<file path="src/rtl/max_tracking_stack_unit_defines.svh">
// Assertion macros used by the max tracking stack top level.
`ifndef MAX_TRACKING_STACK_UNIT_DEFINES_SVH
`define MAX_TRACKING_STACK_UNIT_DEFINES_SVH

// Condition must hold at every rising clock edge out of reset.
`define MTS_ASSERT_ALWAYS(label, expr, msg) \
  label: assert property (@(posedge clk) disable iff (!rst_n) (expr)) else $error(msg);

// Antecedent in one cycle implies consequent in the next.
`define MTS_ASSERT_NEXT(label, ante, cons, msg) \
  label: assert property (@(posedge clk) disable iff (!rst_n) (ante) |=> (cons)) \
    else $error(msg);

`endif

</file>
<file path="src/rtl/mts_pkg.sv">
// Types and constants of the max tracking stack.
`timescale 1ns / 1ps
`default_nettype none
package mts_pkg;

  localparam int DEPTH_DEF = 256;
  localparam int DATA_W    = 32;
  localparam int COUNT_W   = 9;

  localparam logic [1:0] OP_PUSH  = 2'd0;
  localparam logic [1:0] OP_POP   = 2'd1;
  localparam logic [1:0] OP_QUERY = 2'd2;

  localparam logic [1:0] ST_OK    = 2'd0;
  localparam logic [1:0] ST_FULL  = 2'd1;
  localparam logic [1:0] ST_EMPTY = 2'd2;

  typedef struct packed {
    logic [1:0]               op;
    logic signed [DATA_W-1:0] value;
  } in_item_t;

  typedef struct packed {
    logic signed [DATA_W-1:0] top_value;
    logic signed [DATA_W-1:0] max_value;
    logic [COUNT_W-1:0]       count;
    logic                     is_empty;
    logic [1:0]               status;
  } out_item_t;

  // Stack entry: value and the running maximum at that depth.
  typedef struct packed {
    logic signed [DATA_W-1:0] value;
    logic signed [DATA_W-1:0] max;
  } entry_t;

endpackage
`default_nettype wire

</file>
<file path="src/rtl/mts_out_reg.sv">
// Result holding register for the output transfer.
`timescale 1ns / 1ps
`default_nettype none
module mts_out_reg (
  input  wire logic               clk,
  input  wire logic               rst_n,
  input  wire logic               load,
  input  wire mts_pkg::out_item_t load_data,
  output      logic               free,
  output      logic               out_valid,
  input  wire logic               out_ready,
  output      mts_pkg::out_item_t out_data
);

  logic               valid_r;
  logic               valid_nxt;
  mts_pkg::out_item_t data_r;

  assign free      = !valid_r || out_ready;
  assign out_valid = valid_r;
  assign out_data  = data_r;

  always_comb begin
    valid_nxt = valid_r;
    if (out_ready) begin
      valid_nxt = 1'b0;
    end
    if (load) begin
      valid_nxt = 1'b1;
    end
  end

  always_ff @(posedge clk) begin
    if (!rst_n) begin
      valid_r <= 1'b0;
    end else begin
      valid_r <= valid_nxt;
    end
  end

  always_ff @(posedge clk) begin
    if (load) begin
      data_r <= load_data;
    end
  end

endmodule
`default_nettype wire

</file>
<file path="config.mk">
export PLATFORM = sky130hd
export DESIGN_NAME = mts_out_reg
export DESIGN_NICKNAME = d
export VERILOG_FILES = /design/src/rtl/max_tracking_stack_unit_defines.svh /design/src/rtl/mts_pkg.sv /design/src/rtl/mts_out_reg.sv
export SDC_FILE = /design/constraint.sdc
export NUM_CORES = 1
export LEC_CHECK = 0
export ABC_AREA = 1
export BUFFER_PORTS_ARGS = -buffer_cell sky130_fd_sc_hd__buf_2
export CAP_MARGIN = 40
export CORE_ASPECT_RATIO = 0.75
export CORE_MARGIN = 2
export CORE_UTILIZATION = 38
export CTS_BUF_LIST = sky130_fd_sc_hd__clkbuf_2 sky130_fd_sc_hd__clkbuf_4 sky130_fd_sc_hd__clkbuf_8
export DETAILED_ROUTE_END_ITERATION = 12
export PLACE_DENSITY = 0.77
export SYNTH_ARGS = -nofsm -noshare
export SYNTH_HDL_FRONTEND = slang
export SYNTH_SLANG_ARGS = --single-unit
</file>
<file path="constraint.sdc">
create_clock -name clk -period 0.8 [get_ports clk]
set_clock_uncertainty 0.05 [all_clocks]
set_input_delay 0.2 -clock clk [delete_from_list [all_inputs] [get_ports clk]]
set_output_delay 0.2 -clock clk [all_outputs]
set_load 0.01 [all_outputs]
</file>
After elaboration in Yosys (flattened, before gate mapping)
Index checks and enable logic that the tools add are counted.
Storage, ports and cells
  flip-flop bits (word level): 77
  bits of input ports: 80
  output and inout port bits: 78
  word-level logic and storage cells: 11
Cells by class
  muxes and demuxes: 2
  reduce and logical (&&, ||, !) cells: 3
Operators by type and width (number)
  $mux 1: 2
  $reduce_bool 2->1: 1
  $logic_not 1->1: 1
  $logic_or 1x1->1: 1

Depth between registers and ports, before layout
Gate-level depths: netlist (run 1).
  word-level depth: 2
  gate-level depth with buffers: 3
  mapped depth without buffers: 3

Least setup slack after synthesis (run 1)
No wires, ideal clock.
  path type: reg2out
  start point: reg valid_r, in the netlist out_valid
  end point: out free
  arrival time: 0.464 ns
  data required time: 0.550 ns
  path slack: 0.086 ns
  cell stages (with the launch flop): 2
  buffers on the path: 0
  cell sequence: dfxtp_1 nand2_2
On the way
  word-level cells in the longest chain between the ends: 2
Ends and longest elaborated chain
  start: declaration: RTL line mts_out_reg.sv:15  | logic valid_r;
  start signal: assignment: RTL line mts_out_reg.sv:37  | valid_r <= valid_nxt;
  $logic_not 1->1: RTL line mts_out_reg.sv:19  | assign free = !valid_r || out_ready;
  $logic_or 1x1->1: RTL line mts_out_reg.sv:19
  end: declaration: RTL line mts_out_reg.sv:9  | output logic free,
Every way passes these cells.

Final worst setup path (run 1)
  start point: reg data_r, in the netlist out_data[25]
  end point: out out_data[25] in the netlist's numbering
RTL lines
  start: declaration: RTL line mts_out_reg.sv:17  | mts_pkg::out_item_t data_r;
  start signal: assignment: RTL line mts_out_reg.sv:43  | data_r <= load_data;
  end: declaration: RTL line mts_out_reg.sv:12  | output mts_pkg::out_item_t out_data
No word-level cell between the ends.

==> flow_metrics.env, run 1 <==
export IMPL_fmax_ghz=0.8656
export IMPL_rrSetupSlack_ns=0.02
export IMPL_ant_nets=0
export IMPL_setup_violations_final=122
export IMPL_clk_pin_slew_ns=0.09
export IMPL_worst_ep_required_time_ns=0.55
export IMPL_clk_latency_ns=0.33
export IMPL_start_util_pct=39.76
export IMPL_finalHoldViolCount=0
export IMPL_dr_wl_met2_mm=3.791
export IMPL_clock_sinks=77
export IMPL_cpPeakStageDelay_ns=0.40
export IMPL_power_frac_clock_pct=30.6
export IMPL_drive_gt1_share_pct=53.03
export IMPL_rows=24
export IMPL_path_cells="buf_2"
export IMPL_root_buffer="clkbuf_8"
export IMPL_syn_nets=162
export IMPL_power_density_mw_per_mm2=2040
export IMPL_seq_area_mm2=0.002303
export IMPL_cp_slowest_cell="edfxtp_1"
export IMPL_p_leak_uw=0.001885
export IMPL_synth_largest_area_cell="edfxtp_1"
export IMPL_reg2reg_to="out_valid"
export IMPL_critPathBufInv=1
export IMPL_die_h_um=71.79
export IMPL_top_layer_used="met4"
export IMPL_viasPerCell=4.321
export IMPL_r2r_start="out_valid"
export IMPL_cts_tree="done"
export IMPL_cap_violations=0
export IMPL_fin_nets=405
export IMPL_violations="setup timing"
export IMPL_final_max_slew_viol_count=0
export IMPL_synth_top_cell_area_share_pct=98.01
export IMPL_synth_cell_area_mm2=0.002328
export IMPL_clockBufferDepth=2
export IMPL_min_period_ns=1.155
export IMPL_hold_path_class="in -> reg"
export IMPL_multi_input_area_um2=15.01
export IMPL_internal_power_uw=6559
export IMPL_critPathTopFamily="flip-flops"
export IMPL_synth_area_leaders="edfxtp_1 (98%), dfxtp_1 (0.86%), inv_1 (0.48%)"
export IMPL_cp_max_fo=1
export IMPL_tightestPinTransition_ns=0.1663
export IMPL_num_antenna_cells=0
export IMPL_startpoint="out_data[25]"
export IMPL_post_drt_wl_per_cell_um=17.07
export IMPL_totalWireLength_mm=6.964
export IMPL_final_cell_mix="buf_2 (147), edfxtp_1 (76), dlygate4sd3_1 (68)"
export IMPL_stdcell_count=408
export IMPL_sw_frac_of_total_pct=23.96
export IMPL_gp_congestion=0.7334
export IMPL_antenna_found_initial=0
export IMPL_pwr_share_comb_pct=12.9
export IMPL_grt_pass1_vias=1932
export IMPL_fin_util_pct=72.20
export IMPL_grt_overflow_total=0
export IMPL_critPathCaptureType="primary output"
export IMPL_grt_pass1_wl_mm=10.01
export IMPL_maxSlewHeadroom_pct=88.91
export IMPL_io_buffers=157
export IMPL_fp_dieW_um=94.39
export IMPL_crit_arrival_ns=0.91
export IMPL_htree_num_levels=3
export IMPL_dieArea_mm2=0.006776
export IMPL_hpwl_mm=4.083
export IMPL_fin_ws_ns=-0.3552
export IMPL_synthCells=82
export IMPL_drtPass1Iterations=4
export IMPL_start_kind="flop"
export IMPL_final_period_utilization_pct=144.4
export IMPL_synth_seq_cells=77
export IMPL_crit_end="out_data[25]"
export IMPL_wl_met1_mm=2.482
export IMPL_avgSynthCellArea_um2=28.40
export IMPL_io_pins=158
export IMPL_dp_cells=323
export IMPL_rsz0062_at_grt="yes"
export IMPL_cts_buffers=9
export IMPL_status="finished with violations"
export IMPL_fp_coreArea_mm2=0.005856
export IMPL_syn2layout_area_growth_pct=81.57
export IMPL_gr_usage_all_layers_pct=20.77
export IMPL_switchingPower_uw=2067
export IMPL_synth_cell_type_count=5
export IMPL_ys_seq_area_share_pct=98.87
export IMPL_path_depth=1
export IMPL_dr_first_iter_drc_count=143
export IMPL_grt_start_max_net_pins=30
export IMPL_rr_worst_depth=3
export IMPL_vias=1763
export IMPL_layout_commonest_cell="buf_2"
export IMPL_met3_length_um=557
export IMPL_setup_worst_path_class="reg -> out"
export IMPL_yosys_warnings=0
export IMPL_drc=0
export IMPL_seqPwrFrac_pct=56.4
export IMPL_fill_cells=380
export IMPL_ir_drop_uv=1423
-- cells by family (layout without fill, tap and decap cells) --
| logic type | Yosys count | count (layout) | synth area share (%) |
|---|---|---|---|
| flops | 77 | 77 | 98.87 |
| buf+inv | 3 | 251 | 0.4836 |
| compound gates | 1 | 1 | 0.3762 |
| simple gates | 1 | 1 | 0.2688 |
-- synth_stat cells --
| cell | instances |
|---|---|
| a21oi_2 | 1 |
| dfxtp_1 | 1 |
| edfxtp_1 | 76 |
| inv_1 | 3 |
| nand2_2 | 1 |
-- power groups by stage --
stage / clock network [uW] / logic (uW) / registers (uW)
floorplan: 0 / 10.0 / 5130
global route: 2900 / 1190 / 4900
finish: 2640 / 1120 / 4870
CTS: 2690 / 1110 / 4860
global placement: 0 / 789 / 4930
detailed placement: 0 / 811 / 4950
-- layer usage --
layer  up-vias  global-route usage [%]
met5         -                       0
met4         0                   8.374
met3        13                   6.625
met2        91                   38.81
met1       848                   21.62
li1        811                       -
-- sequential cells by signal, indices dropped and copies added, names as in the netlist --
name,cells
out_data,76
out_valid,1
-- worst min path at each step --
stage,depth (start not counted),slack [ns],start,end
global route,3,0.02,rst_n,out_valid
global placement,1,0.33,load_data[23],out_data[23]
CTS,3,0.003,rst_n,out_valid
detailed placement,1,0.33,load_data[35],out_data[35]
floorplan,0,0.25,load_data[0],out_data[0]
finish,3,0.04,rst_n,out_valid
-- per-stage QoR --
step	hold WS [ns]	cell area, um2	total power (uW)	worst slack (ns)	setup TNS (ns)
3_5_place_dp	0.3281	3284	5758	-0.1248	-7.923
4_1_cts	0.002834	4247	8659	-0.3681	-25.37
5_1_grt	0.02330	4228	8985	-0.3914	-27.55
3_3_place_gp	0.3271	3284	5721	-0.1164	-7.456
2_1_floorplan	0.2489	2328	5144	0.08583	0
6_report	0.03571	4228	8626	-0.3552	-24.26
-- cell type report --
type	count	area share, %
Sequential cell	77	54.48
Timing Repair Buffer	232	38.32
Clock buffer	9	2.930
Tap cell	78	2.308
Clock inverter	7	1.332
Multi-Input combinational cell	2	0.3551
Inverter	3	0.2664
-- timing repair --
action,CTS,global route
hold buffers,76,0
buffers inserted,1,1
endpoints found under the hold margin,76,0
gates resized for setup,3,9
pin swaps,1,1
endpoints found under the setup margin,78,94
Note: power is estimated with default switching activity, not from simulation.
==> run 2: changes to the inputs <==
- CORE_UTILIZATION: 38 -> 42
- PLACE_DENSITY: 0.77 -> 0.81
- clock period: 0.8 -> 1.3 ns (I/O delays scaled with it)
==> run 2 against run 1 <==
Compared with the run above: the flow now finishes without violations; setup slack gained 0.40 ns; first-iteration DRC count shrank 49%; die area shrank 9.1%; largest cell class unchanged; final cell count shrank 18%; core utilization shrank 7.6 points; worst hold slack gained 0.065 ns; register-to-register slack gained 0.67 ns; clock power shrank 33%; sequential share of layout area grew 12 points; largest power group unchanged; wire length shrank 26%.
==> flow_metrics.env, run 2 (same netlist as run 1, synthesis figures left out) <==
export IMPL_dieArea_mm2=0.006161
export IMPL_grt_pass1_wl_mm=7.196
export IMPL_finalHoldViolCount=0
export IMPL_rr_worst_depth=2
export IMPL_timing_hold_ws_ns=0.1003
export IMPL_crit_arrival_ns=0.89
export IMPL_fp_dieW_um=89.98
export IMPL_clock_sinks=77
export IMPL_die_h_um=68.48
export IMPL_path_cells="buf_2"
export IMPL_rrSetupSlack_ns=0.69
export IMPL_cts_tree="done"
export IMPL_grt_start_max_net_pins=45
export IMPL_status="finished clean"
export IMPL_dp_cells=316
export IMPL_sw_frac_of_total_pct=22.13
export IMPL_rsz0062_at_grt="yes"
export IMPL_setup_tns_ns=0
export IMPL_final_period_utilization_pct=96.93
export IMPL_crit_end="out_data[32]"
export IMPL_min_period_ns=1.260
export IMPL_syn2layout_area_growth_pct=48.47
export IMPL_post_drt_wl_per_cell_um=15.45
export IMPL_critPathTopFamily="flip-flops"
export IMPL_antenna_found_initial=1
export IMPL_reg2reg_to="out_valid"
export IMPL_dr_first_iter_drc_count=73
export IMPL_cpPeakStageDelay_ns=0.39
export IMPL_io_pins=158
export IMPL_setup_violations_final=0
export IMPL_fin_nets=332
export IMPL_post_cts_buffers=0
export IMPL_fmax_ghz=0.7936
export IMPL_grt_pass1_vias=1356
export IMPL_cts_buffers=9
export IMPL_cap_violations=0
export IMPL_pwr_share_comb_pct=9.1
export IMPL_largest_reg_flops=76
export IMPL_drc=0
export IMPL_power_density_mw_per_mm2=1516
export IMPL_vias=1421
export IMPL_tightestPinTransition_ns=0.2323
export IMPL_start_util_pct=43.50
export IMPL_hold_path_class="in -> reg"
export IMPL_setup_worst_path_class="reg -> out"
export IMPL_internal_power_uw=4081
export IMPL_viasPerCell=4.267
export IMPL_gr_usage_all_layers_pct=16.83
export IMPL_clk_latency_ns=0.34
export IMPL_critPathCaptureType="primary output"
export IMPL_drtPass1Iterations=4
export IMPL_final_cell_mix="buf_2 (156), edfxtp_1 (76), clkbuf_8 (9)"
export IMPL_final_max_slew_viol_count=0
export IMPL_start_kind="flop"
export IMPL_drive_gt1_share_pct=69.26
export IMPL_io_buffers=157
export IMPL_rows=23
export IMPL_stdcell_count=333
export IMPL_power_frac_clock_pct=34.0
export IMPL_cp_max_fo=1
export IMPL_maxSlewHeadroom_pct=84.51
export IMPL_fp_coreArea_mm2=0.005353
export IMPL_layout_commonest_cell="buf_2"
export IMPL_r2r_start="out_valid"
export IMPL_startpoint="out_data[32]"
export IMPL_totalWireLength_mm=5.144
export IMPL_p_leak_uw=0.001505
export IMPL_clk_pin_slew_ns=0.08
export IMPL_worst_ep_required_time_ns=0.93
export IMPL_ir_drop_uv=832.0
export IMPL_ant_nets=0
export IMPL_root_buffer="clkbuf_8"
export IMPL_seqPwrFrac_pct=56.9
export IMPL_critPathBufInv=1
export IMPL_path_depth=1
export IMPL_htree_num_levels=3
export IMPL_gp_congestion=0.6960
export IMPL_cp_slowest_cell="edfxtp_1"
export IMPL_clockBufferDepth=2
export IMPL_switchingPower_uw=1160
export IMPL_grt_overflow_total=0
-- run 2: per-layer routing --
| metal | GRT usage, % | vias to the layer above | wire, um |
|---|---|---|---|
| met1 | 17.66 | 659 | 1784 |
| li1 | - | 666 | - |
| met4 | 9.808 | 0 | 94 |
| met5 | 0 | - | 0 |
| met3 | 9.031 | 9 | 568 |
| met2 | 27.84 | 87 | 2696 |
-- run 2: how the worst min path moves through the flow --
| stage | start | slack [ns] | to | cells after the start |
|---|---|---|---|---|
| floorplan | load_data[0] | 0.37 | out_data[0] | 0 |
| global placement | out_valid | 0.41 | out_valid | 2 |
| detailed placement | out_valid | 0.41 | out_valid | 2 |
| CTS | load_data[71] | 0.08 | out_data[71] | 1 |
| global route | load_data[71] | 0.08 | out_data[71] | 1 |
| finish | load_data[50] | 0.10 | out_data[50] | 1 |
-- run 2: per-stage QoR --
step / area [um2] / util, % / worst slack (ns) / total power (uW)
global route: 3457 / 64.59 / -0.01280 / 5456
floorplan: 2328 / - / 0.4608 / 3165
detailed placement: 3251 / 60.73 / 0.2290 / 3525
CTS: 3453 / 64.52 / 0.01633 / 5305
finish: 3457 / 64.59 / 0.03991 / 5241
global placement: 3251 / 60.73 / 0.2374 / 3502
-- run 2: area by class of cell --
type / instances / area, um2
fill: 399 / 1896
inverter: 3 / 11.26
tap: 75 / 93.84
timing repair buffer: 159 / 828.3
multi-input combinational: 2 / 15.01
antenna: 1 / 2.502
clock inverter: 6 / 71.32
sequential: 77 / 2303
clock buffer: 10 / 131.4
-- run 2: repair_timing --
item	in CTS	in global routing
resized for setup	0	1
hold buffers	0	0
setup endpoints to repair	0	2
-- run 2: power groups by stage --
stage | Combinational (uW) | Sequential (uW) | Clock [uW]
floorplan | 6.16 | 3160 | 0
global placement | 471 | 3030 | 0
detailed placement | 485 | 3040 | 0
CTS | 485 | 2980 | 1840
global route | 516 | 3010 | 1940
finish | 478 | 2980 | 1780
==> run 3: changes to the inputs <==
- clock period: 1.3 -> 1.2 ns (I/O delays scaled with it)
==> run 3 against run 2 <==
Compared with the run above: the run now ends with setup timing left; flip-flop and latch count unchanged; via count is essentially flat; largest cell class unchanged; global-route usage decreased by 0.37 points; clock-buffer cell count stayed put; register-to-register slack worse by 0.21 ns; first-iteration DRC count increased by 110%; highest routed layer unchanged; worst hold slack got worse by 0.020 ns; sequential share of layout area is 0.46 points lower; die area unchanged; combinational power grew 11%; critical path type unchanged; clock power increased by 8%.
==> flow_metrics.env, run 3 (same netlist as run 1, synthesis figures left out) <==
export IMPL_io_buffers=157
export IMPL_drive_gt1_share_pct=69.38
export IMPL_status="finished with violations"
export IMPL_critPathTopFamily="flip-flops"
export IMPL_io_pins=158
export IMPL_rows=23
export IMPL_htree_num_levels=3
export IMPL_grt_overflow_total=0
export IMPL_clk_pin_slew_ns=0.08
export IMPL_rsz0062_at_grt="yes"
export IMPL_fill_cells=421
export IMPL_syn2layout_area_growth_pct=49.49
export IMPL_fin_ws_ns=-0.02887
export IMPL_totalWireLength_mm=5.183
export IMPL_die_h_um=68.48
export IMPL_power_density_mw_per_mm2=1637
export IMPL_hold_buffers=0
export IMPL_fin_area_mm2=0.003481
export IMPL_gr_usage_all_layers_pct=16.46
export IMPL_layout_commonest_cell="buf_2"
export IMPL_largest_reg_flops=76
export IMPL_grt_pass1_wl_mm=6.975
export IMPL_start_kind="flop"
export IMPL_post_drt_wl_per_cell_um=15.56
export IMPL_worst_ep_required_time_ns=0.85
export IMPL_fin_nets=333
export IMPL_num_antenna_cells=0
export IMPL_viasPerCell=4.264
export IMPL_clock_sinks=77
export IMPL_drc=0
export IMPL_critPathCaptureType="primary output"
export IMPL_cp_slowest_cell="edfxtp_1"
export IMPL_cp_max_fo=1
export IMPL_final_max_slew_viol_count=0
export IMPL_hpwl_mm=3.874
export IMPL_path_cells="buf_2"
export IMPL_finalHoldViolCount=0
export IMPL_violations="setup timing"
export IMPL_critPathBufInv=1
export IMPL_fp_coreArea_mm2=0.005353
export IMPL_dp_cells=316
export IMPL_clk_latency_ns=0.33
export IMPL_stdcell_count=333
export IMPL_vias=1420
export IMPL_grt_start_max_net_pins=46
export IMPL_grt_pass1_vias=1318
export IMPL_maxSlewHeadroom_pct=84.24
export IMPL_antenna_found_initial=0
export IMPL_final_cell_mix="buf_2 (153), edfxtp_1 (76), clkbuf_8 (9)"
export IMPL_cts_buffers=9
export IMPL_hold_path_class="in -> reg"
export IMPL_start_util_pct=43.50
export IMPL_power_total_uw=5698
export IMPL_dr_first_iter_drc_count=153
export IMPL_post_place_ws_ns=0.1534
export IMPL_ir_drop_uv=878.2
export IMPL_p_leak_uw=0.001517
export IMPL_ant_nets=0
export IMPL_cap_violations=0
export IMPL_final_period_utilization_pct=102.4
export IMPL_clockBufferDepth=2
export IMPL_place_area_mm2=0.003251
export IMPL_min_period_ns=1.229
export IMPL_setup_violations_final=29
export IMPL_drtPass1Iterations=4
export IMPL_root_buffer="clkbuf_8"
export IMPL_gp_congestion=0.6970
export IMPL_cts_tree="done"
export IMPL_cpPeakStageDelay_ns=0.38
export IMPL_fp_dieW_um=89.98
export IMPL_tightestPinTransition_ns=0.2363
export IMPL_fmax_ghz=0.8138
export IMPL_setup_worst_path_class="reg -> out"
export IMPL_crit_arrival_ns=0.88
export IMPL_dieArea_mm2=0.006161
[run 3: power by group]
part / internal [uW] / total (uW) / switching [uW]
combinational: 248 / 530 / 281
sequential: 3190 / 3230 / 48.1
clock: 1000 / 1930 / 933
[run 3: worst reg2reg max path: stages, from the launching register on]
cell	delay, ns
dfxtp_2	0.33
nand2_2	0.06
buf_4	0.13
a21oi_2	0.09
[run 3: final timing paths]
path | slack [ns] | cells after the start | from | to
worst min register to register | 0.51 | 3 | out_valid | out_valid
worst min-delay path | 0.08 | 1 | load_data[56] | out_data[56]
worst max register to register | 0.48 | 3 | out_valid | out_valid
worst max-delay path | -0.03 | 1 | out_data[60] | out_data[60]
[run 3: layout make-up]
cell class	count	area (um2)	area share (%)
Tap cell	75	93.84	2.696
Clock buffer	10	131.4	3.774
Sequential cell	77	2303	66.18
Inverter	3	11.26	0.3235
Multi-Input combinational cell	2	15.01	0.4313
Clock inverter	6	71.32	2.049
Timing Repair Buffer	160	854.6	24.55
[run 3: what timing repair did]
| item | CTS | global route |
|---|---|---|
| endpoints found under the setup margin | 75 | 77 |
| gates resized for setup | 2 | 2 |
| pin swaps | 1 | 0 |
| buffers inserted | 1 | 0 |
[run 3: through the flow]
step                TNS (ns)  hold slack [ns]  utilization [%]
floorplan                  0           0.3489                -
global placement           0           0.4075            60.73
detailed placement         0           0.4110            60.73
CTS                   -1.708          0.05837            64.80
global route          -3.520          0.05171            65.03
finish               -0.2812          0.08031            65.03
[run 3: per-layer routing]
layer | share of wire, % | up-vias | track usage [%]
met4 | 1.4 | 0 | 7.115
met2 | 54 | 77 | 28.13
met5 | 0 | - | 0
li1 | - | 669 | -
met1 | 37 | 666 | 17.90
met3 | 8.1 | 8 | 8.260
